==> src/hdl/spm_pkg.sv <==
// ----------------------------------------------------------------------------
// spm_pkg
// types, register map and reset values shared by the sync period monitor
// ----------------------------------------------------------------------------
`default_nettype none

package spm_pkg;

  localparam int unsigned NOW_W    = 64;
  localparam int unsigned PERIOD_W = 32;
  localparam int unsigned CFG_W    = 16;
  localparam int unsigned APB_AW   = 4;
  localparam int unsigned APB_DW   = 32;

  localparam logic [CFG_W-1:0] MATCH_WINDOW_RST   = 16'd10;
  localparam logic [CFG_W-1:0] PERIOD_MIN_RST     = 16'd400;
  localparam logic [CFG_W-1:0] PERIOD_MAX_RST     = 16'd65000;
  localparam logic [CFG_W-1:0] TIMEOUT_MARGIN_RST = 16'd100;

  typedef enum logic [1:0] {
    REG_MATCH_WINDOW   = 2'd0,
    REG_PERIOD_MIN     = 2'd1,
    REG_PERIOD_MAX     = 2'd2,
    REG_TIMEOUT_MARGIN = 2'd3
  } reg_idx_t;

  typedef enum logic [1:0] {
    PH_LEARN   = 2'd0,
    PH_ACTIVE  = 2'd1,
    PH_TIMEOUT = 2'd2
  } phase_t;

  typedef enum logic {
    REQ_SYNC  = 1'b0,
    REQ_CHECK = 1'b1
  } req_t;

  typedef struct packed {
    logic [CFG_W-1:0] match_window;
    logic [CFG_W-1:0] period_min;
    logic [CFG_W-1:0] period_max;
    logic [CFG_W-1:0] timeout_margin;
  } cfg_t;

  typedef struct packed {
    phase_t              phase;
    logic [NOW_W-1:0]    last_stamp;
    logic [PERIOD_W-1:0] period_est;
  } mon_state_t;

  typedef struct packed {
    logic                step_ok;
    logic                timeout_seen;
    logic [1:0]          mon_state;
    logic [PERIOD_W-1:0] learned_period;
  } result_t;

endpackage

`default_nettype wire

==> src/hdl/spm_regs.sv <==
// ----------------------------------------------------------------------------
// spm_regs
// apb configuration registers of the sync period monitor
// ----------------------------------------------------------------------------
`default_nettype none

module spm_regs
  import spm_pkg::*;
(
  input  wire logic              clk,
  input  wire logic              rst_n,
  input  wire logic              psel,
  input  wire logic              penable,
  input  wire logic              pwrite,
  input  wire logic [APB_AW-1:0] paddr,
  input  wire logic [APB_DW-1:0] pwdata,
  output logic      [APB_DW-1:0] prdata,
  output logic                   pready,
  output cfg_t                   cfg
);

  cfg_t     cfg_r;
  cfg_t     cfg_nxt;
  reg_idx_t idx;
  logic     wr_en;

  assign idx    = reg_idx_t'(paddr[3:2]);
  assign wr_en  = psel & penable & pwrite;
  assign pready = 1'b1;
  assign cfg    = cfg_r;

  always_comb begin
    cfg_nxt = cfg_r;
    if (wr_en) begin
      unique case (idx)
        REG_MATCH_WINDOW:   cfg_nxt.match_window   = pwdata[CFG_W-1:0];
        REG_PERIOD_MIN:     cfg_nxt.period_min     = pwdata[CFG_W-1:0];
        REG_PERIOD_MAX:     cfg_nxt.period_max     = pwdata[CFG_W-1:0];
        REG_TIMEOUT_MARGIN: cfg_nxt.timeout_margin = pwdata[CFG_W-1:0];
        default:            cfg_nxt = cfg_r;
      endcase
    end
  end

  always_ff @(posedge clk) begin
    if (!rst_n) begin
      cfg_r.match_window   <= MATCH_WINDOW_RST;
      cfg_r.period_min     <= PERIOD_MIN_RST;
      cfg_r.period_max     <= PERIOD_MAX_RST;
      cfg_r.timeout_margin <= TIMEOUT_MARGIN_RST;
    end else begin
      cfg_r <= cfg_nxt;
    end
  end

  always_comb begin
    unique case (idx)
      REG_MATCH_WINDOW:   prdata = {{(APB_DW-CFG_W){1'b0}}, cfg_r.match_window};
      REG_PERIOD_MIN:     prdata = {{(APB_DW-CFG_W){1'b0}}, cfg_r.period_min};
      REG_PERIOD_MAX:     prdata = {{(APB_DW-CFG_W){1'b0}}, cfg_r.period_max};
      REG_TIMEOUT_MARGIN: prdata = {{(APB_DW-CFG_W){1'b0}}, cfg_r.timeout_margin};
      default:            prdata = '0;
    endcase
  end

endmodule

`default_nettype wire

==> src/hdl/spm_step.sv <==
// ----------------------------------------------------------------------------
// spm_step
// next-state and result logic for one sync or check beat
// ----------------------------------------------------------------------------
`default_nettype none

module spm_step
  import spm_pkg::*;
(
  input  wire cfg_t              cfg,
  input  wire mon_state_t        cur,
  input  wire logic              req_type,
  input  wire logic [NOW_W-1:0]  now_us,
  output mon_state_t             nxt,
  output result_t                res
);

  logic [PERIOD_W-1:0] period;
  logic [PERIOD_W-1:0] diff;
  logic [PERIOD_W-1:0] sum;
  logic [PERIOD_W-1:0] avg;
  logic [NOW_W-1:0]    limit;
  logic                match;
  logic                in_range;
  logic                no_stamp;
  logic                ok;
  logic                tmo;

  assign period   = now_us[PERIOD_W-1:0] - cur.last_stamp[PERIOD_W-1:0];
  assign diff     = period - cur.period_est;
  assign sum      = cur.period_est + period;
  assign avg      = {1'b0, sum[PERIOD_W-1:1]};
  assign match    = diff < {{(PERIOD_W-CFG_W){1'b0}}, cfg.match_window};
  assign in_range = (avg >= {{(PERIOD_W-CFG_W){1'b0}}, cfg.period_min}) &&
                    (avg <= {{(PERIOD_W-CFG_W){1'b0}}, cfg.period_max});
  assign no_stamp = (cur.last_stamp == '0);
  assign limit    = cur.last_stamp
                  + {{(NOW_W-PERIOD_W){1'b0}}, cur.period_est}
                  + {{(NOW_W-CFG_W){1'b0}}, cfg.timeout_margin};

  // next state
  always_comb begin
    nxt = cur;
    if (req_t'(req_type) == REQ_SYNC) begin
      unique case (cur.phase)
        PH_LEARN: begin
          nxt.last_stamp = now_us;
          if (!no_stamp) begin
            if (match) begin
              nxt.period_est = avg;
              if (in_range) begin
                nxt.phase = PH_ACTIVE;
              end
            end else begin
              nxt.period_est = period;
            end
          end
        end
        PH_ACTIVE: begin
          nxt.last_stamp = now_us;
        end
        default: begin
          nxt.phase      = PH_LEARN;
          nxt.last_stamp = '0;
          nxt.period_est = '0;
        end
      endcase
    end else if (cur.phase == PH_ACTIVE && now_us > limit) begin
      nxt.phase = PH_TIMEOUT;
    end
  end

  // outputs
  always_comb begin
    ok  = 1'b0;
    tmo = 1'b0;
    if (req_t'(req_type) == REQ_SYNC) begin
      ok = !(cur.phase == PH_LEARN && !no_stamp && match && !in_range);
    end else begin
      tmo = (cur.phase == PH_ACTIVE) && (now_us > limit);
    end
    res.step_ok        = ok;
    res.timeout_seen   = tmo;
    res.mon_state      = nxt.phase;
    res.learned_period = nxt.period_est;
  end

endmodule

`default_nettype wire

==> src/hdl/sync_period_monitor_top.sv <==
// ----------------------------------------------------------------------------
// sync_period_monitor_top
// learns the period of a sync event and flags a missing sync on request
// ----------------------------------------------------------------------------
//  channel  direction  handshake             payload
//  in       input      in_valid / in_ready   in_req_type, in_now_us
//  out      output     out_valid / out_ready out_step_ok, out_timeout_seen,
//                                            out_mon_state, out_learned_period_us
//  apb      input      psel/penable/pready   paddr, pwdata, prdata
//
//  one beat per cycle while the result register is not stalled; a beat goes
//  into the input register, then the state update and result register load
//  happen together, so the result beat is offered from the result register
//  the throughput limit is the loop through the period state register
//  a stalled result register holds the input register, which then drops in_ready
//  synchronous reset puts the monitor into learning with no stamp
// ----------------------------------------------------------------------------
`default_nettype none

module sync_period_monitor_top
  import spm_pkg::*;
(
  input  wire logic              clk,
  input  wire logic              rst_n,
  input  wire logic              in_valid,
  output logic                   in_ready,
  input  wire logic              in_req_type,
  input  wire logic [NOW_W-1:0]  in_now_us,
  output logic                   out_valid,
  input  wire logic              out_ready,
  output logic                   out_step_ok,
  output logic                   out_timeout_seen,
  output logic      [1:0]        out_mon_state,
  output logic      [PERIOD_W-1:0] out_learned_period_us,
  input  wire logic              psel,
  input  wire logic              penable,
  input  wire logic              pwrite,
  input  wire logic [APB_AW-1:0] paddr,
  input  wire logic [APB_DW-1:0] pwdata,
  output logic      [APB_DW-1:0] prdata,
  output logic                   pready
);

  cfg_t             cfg;
  logic             s1_valid_r;
  logic             s1_req_r;
  logic [NOW_W-1:0] s1_now_r;
  mon_state_t       st_r;
  mon_state_t       st_nxt;
  result_t          res;
  result_t          out_r;
  logic             out_valid_r;
  logic             out_load;
  logic             step;

  spm_regs u_regs (
    .clk     (clk),
    .rst_n   (rst_n),
    .psel    (psel),
    .penable (penable),
    .pwrite  (pwrite),
    .paddr   (paddr),
    .pwdata  (pwdata),
    .prdata  (prdata),
    .pready  (pready),
    .cfg     (cfg)
  );

  spm_step u_step (
    .cfg      (cfg),
    .cur      (st_r),
    .req_type (s1_req_r),
    .now_us   (s1_now_r),
    .nxt      (st_nxt),
    .res      (res)
  );

  assign out_load = !out_valid_r || out_ready;
  assign step     = s1_valid_r && out_load;
  assign in_ready = !s1_valid_r || out_load;

  // input register
  always_ff @(posedge clk) begin
    if (!rst_n) begin
      s1_valid_r <= 1'b0;
    end else if (in_ready) begin
      s1_valid_r <= in_valid;
    end
  end

  always_ff @(posedge clk) begin
    if (in_ready && in_valid) begin
      s1_req_r <= in_req_type;
      s1_now_r <= in_now_us;
    end
  end

  // monitor state
  always_ff @(posedge clk) begin
    if (!rst_n) begin
      st_r.phase      <= PH_LEARN;
      st_r.last_stamp <= '0;
      st_r.period_est <= '0;
    end else if (step) begin
      st_r <= st_nxt;
    end
  end

  // result register
  always_ff @(posedge clk) begin
    if (!rst_n) begin
      out_valid_r <= 1'b0;
    end else if (out_load) begin
      out_valid_r <= s1_valid_r;
    end
  end

  always_ff @(posedge clk) begin
    if (step) begin
      out_r <= res;
    end
  end

  assign out_valid             = out_valid_r;
  assign out_step_ok           = out_r.step_ok;
  assign out_timeout_seen      = out_r.timeout_seen;
  assign out_mon_state         = out_r.mon_state;
  assign out_learned_period_us = out_r.learned_period;

endmodule

`default_nettype wire

==> config.mk <==
export PLATFORM = sky130hd
export DESIGN_NAME = sync_period_monitor_top
export DESIGN_NICKNAME = d
export VERILOG_FILES = /design/src/hdl/spm_pkg.sv /design/src/hdl/spm_regs.sv /design/src/hdl/spm_step.sv /design/src/hdl/sync_period_monitor_top.sv
export SDC_FILE = /design/constraint.sdc
export NUM_CORES = 1
export LEC_CHECK = 0
export BUFFER_PORTS_ARGS = -buffer_cell sky130_fd_sc_hd__buf_4
export CORE_MARGIN = 10
export CORE_UTILIZATION = 55
export DETAILED_ROUTE_END_ITERATION = 10
export GPL_TIMING_DRIVEN = 0
export PLACE_DENSITY = 0.74
export SLEW_MARGIN = 15
export SYNTH_ARGS = -nofsm -noshare
export SYNTH_HDL_FRONTEND = slang
export SYNTH_SLANG_ARGS = --single-unit
==> constraint.sdc <==
create_clock -name clk -period 7.4 [get_ports clk]
set_input_delay 0.74 -clock clk [delete_from_list [all_inputs] [get_ports clk]]
set_output_delay 0.74 -clock clk [all_outputs]
set_load 0.005 [all_outputs]
==> results.md <==
- Die span in x: 216.4 um
- Worst slew margin: 22.83%
- Non-Filler Cell Area, Final: approximately 25000 um2
- Crit-path slowest cell: or4b_1
- Post-synth top cells: ha_1 (252), nand2_1 (235), inv_1 (191)
- Area of the mapped netlist: ~21000 um2
- Post-DP HPWL: 54.65 mm
- Hold Vio Cnt, Final: 0
- Startpoint types: flip-flop
- Critical-path maximum fanout: 8
- H-tree depth: 2
- Synth area leader: dfxtp_1
- Die Y: 216.4 um
- Sequential cell area fraction in the yosys report: 29.78%
- Flop pwr share: 31.8%
- Synth Flop Type: dfxtp_1
- RePlAce Congestion: 0.9855
- Final period util: around 96%
- Fill cells: roughly 3200
- Vias in the first global route: 18930
- Pwr Total: 0.005226 W
- Max-cap violations: 0
- Clock share of power: 32.6%
- Top Layer Used: met4
- Switching share of total power: roughly 37%
- Largest net degree at the start of global routing: a little over 60
- CTS tree: done
- Clock root buffer: clkbuf_16
- Drt wl/cell: approximately 22 um
- Initial antenna violation count: 0
- IO Port Bufs: about 140
- Worst Path Arrival: 7.52 ns
- Sequential cell area: 6321 um2
- Internal Power: between 0.003 and 0.004 W
- ANT cells: 0
- Max VDD drop: 0.1930 mV
- Io pins: 179
- Synth warn: 0
- Final Slew Violations: 0
- Remaining DRCs: 0
- Share of the synthesized area in the top cell type: between 15 and 20%
- Max Freq: 140.2 MHz
- Post-synthesis area per instance: 8.958 um2
- Total congestion overflow: 0
- Area Overhead vs Synth: 15.68%
- Clk pin slew, worst setup/hold paths: about 0.06 ns
- Layout Nets: 2947
- Hold buffer count at CTS: 0
- Initial Utilization: between 50% and 60%
- Logic gate share of total power: 35.7%
- CTS buffer count: 34
- Asr flop ratio synth: 0%
- Footprint of the multi-input gates: 13930 um2
- Leakage: 10.08 nW
- Ratio of cells with drive above 1 in the final layout: 14.65%
- Drt pass-1 iters: 6
- Crit path largest cell delay: 0.61 ns
- EDFF count, synth: 101
- Most common cell in the netlist: ha_1
- Cell Pwr Density: 213.0 nW/um2
- Clock skew: 0.03161 ns
- HP Class: input port to flip-flop
- DRT iter0 DRCs: 1460
- Avg Vias per Cell: 6.188
- Synth Instances: 2368
- Detail Route Antenna Nets: 0
- # clock sinks: 265
- Critical Setup Path Class: flip-flop to flip-flop
- Synthesized flop and latch total: 265
- Worst Tran Pin Value: 1.147 ns
- GRT Overall Usage: roughly 28%
- Sw Pwr: 0.001940 W
- Clock tree buffer depth: 3
- Die area: 46820 um2
- Critical Path RT: 7.79 ns
- Finish-stage setup viols: 0
- Dpl cell area: between 20000 and 25000 um2
- Netlist cell types: 98
- Vias: 19210
- Core Box Area: between 30000 and 40000 um2
- Status: complete, no violations
- Most common cell on crit path: inv_1
- DR WL met2: roughly 31 mm
- Routed WL: 68.42 mm
- First-pass GRT wire length: 105.8 mm
- Site Rows: 71
- Met3 Wirelength: 5.543 mm
- Clk_lat worst skew: 0.57 ns
- Synth top area cells: dfxtp_1 (15%), ha_1 (15%), edfxtp_1 (14%)
- Routed met1 length: 29.70 mm
- Crit end category: flip-flop
- Tmin final: 7.134 ns
-- stage by stage --
step	worst slack (ns)	hold WS [ns]	TNS, ns	cells	utilization (%)
2_1_floorplan	1.470	0.4534	0	2383	-
3_3_place_gp	-0.3370	0.4658	-1.036	3037	60.73
3_5_place_dp	-0.4161	0.4776	-1.333	3039	60.88
4_1_cts	0.02105	0.3119	0	3100	64.13
5_1_grt	-0.06491	0.3279	-0.1861	3104	64.84
6_report	0.2658	0.3421	0	3104	64.84
-- what timing repair did --
action                                  4_1_cts  5_1_grt
endpoints found under the setup margin       10       67
buffers inserted                              0        4
endpoints found under the hold margin         0        0
pin swaps                                     0       16
resized for setup                            14       64
-- registers in the layout, indices dropped and copies added (netlist names) --
name                   count
out_learned_period_us     32
out_mon_state              2
out_step_ok                1
out_timeout_seen           1
out_valid                  1
s1_now_r                  64
s1_req_r                   1
s1_valid_r                 1
st_r                      98
u_regs.cfg                64
-- kinds of logic (layout without fill, tap and decap cells) --
family | after synthesis | after routing | share of synthesized area, %
compound gates | 680 | 680 | 23.70
xor+xnor | 136 | 136 | 5.722
fa+ha+maj | 272 | 272 | 16.75
buf+inv | 315 | 525 | 6.164
flops | 265 | 265 | 29.78
mux | 23 | 23 | 2.035
other cells | 2 | 17 | 0.03541
simple gates | 675 | 675 | 15.81
-- critical path, delay by kind of cell, from the launching register on --
| family | cells | cell delay, ns |
|---|---|---|
| AO/OA/AOI/OAI | 12 | 2.64 |
| XOR/XNOR | 2 | 0.55 |
| adder cells (fa/ha/maj) | 3 | 0.90 |
| buffers and inverters | 3 | 0.48 |
| flip-flops | 1 | 0.47 |
| AND/OR/NAND/NOR | 7 | 1.90 |
-- cell usage in the layout, fill, tap and decap left out, types with 34 or more instances in the layout --
cell,instances
nand2_1,234
dfxtp_1,160
nor3_1,44
o21ai_0,73
buf_4,171
nand3_1,64
o211ai_1,34
a22o_1,65
ha_1,251
inv_1,190
nand4_1,44
clkbuf_1,61
edfxtp_1,101
a21o_1,61
nor2_1,113
xnor2_1,94
a21oi_1,131
clkbuf_16,35
a21boi_0,49
-- power groups by stage --
stage / logic (W) / registers, W / clock network, W
floorplan: 0.00124 / 0.00166 / 0
global placement: 0.00173 / 0.00169 / 0
detailed placement: 0.00176 / 0.00169 / 0
CTS: 0.00179 / 0.00166 / 0.00172
global route: 0.00204 / 0.00167 / 0.00178
finish: 0.00186 / 0.00166 / 0.00170
-- path summary, 6_finish.rpt --
path | start | slack (ns) | cells past startpoint | endpoint
setup reg to reg | s1_now_r[1] | 0.27 | 27 | out_mon_state[0]
hold / removal | in_now_us[59] | 0.34 | 1 | s1_now_r[59]
hold reg to reg | u_regs.cfg[33] | 0.49 | 2 | u_regs.cfg[33]
setup / recovery | s1_now_r[1] | 0.27 | 27 | out_mon_state[0]
-- area by class of cell --
type / count / area share, %
multi-input cells: 1803 / 56.76
repair buffers: 149 / 4.722
clock inverters: 24 / 1.030
clock buffers: 38 / 3.697
plain buffers: 118 / 2.427
well taps: 511 / 2.606
flip-flops and latches: 265 / 25.76
inverters: 196 / 2.998
-- routing by layer --
layer / up-vias / global-route usage (%)
li1: 9127 / -
met1: 9145 / 37.68
met2: 782 / 44.30
met3: 153 / 5.139
met4: 0 / 11.91
met5: - / 0
(Power assumes the default switching activity.)
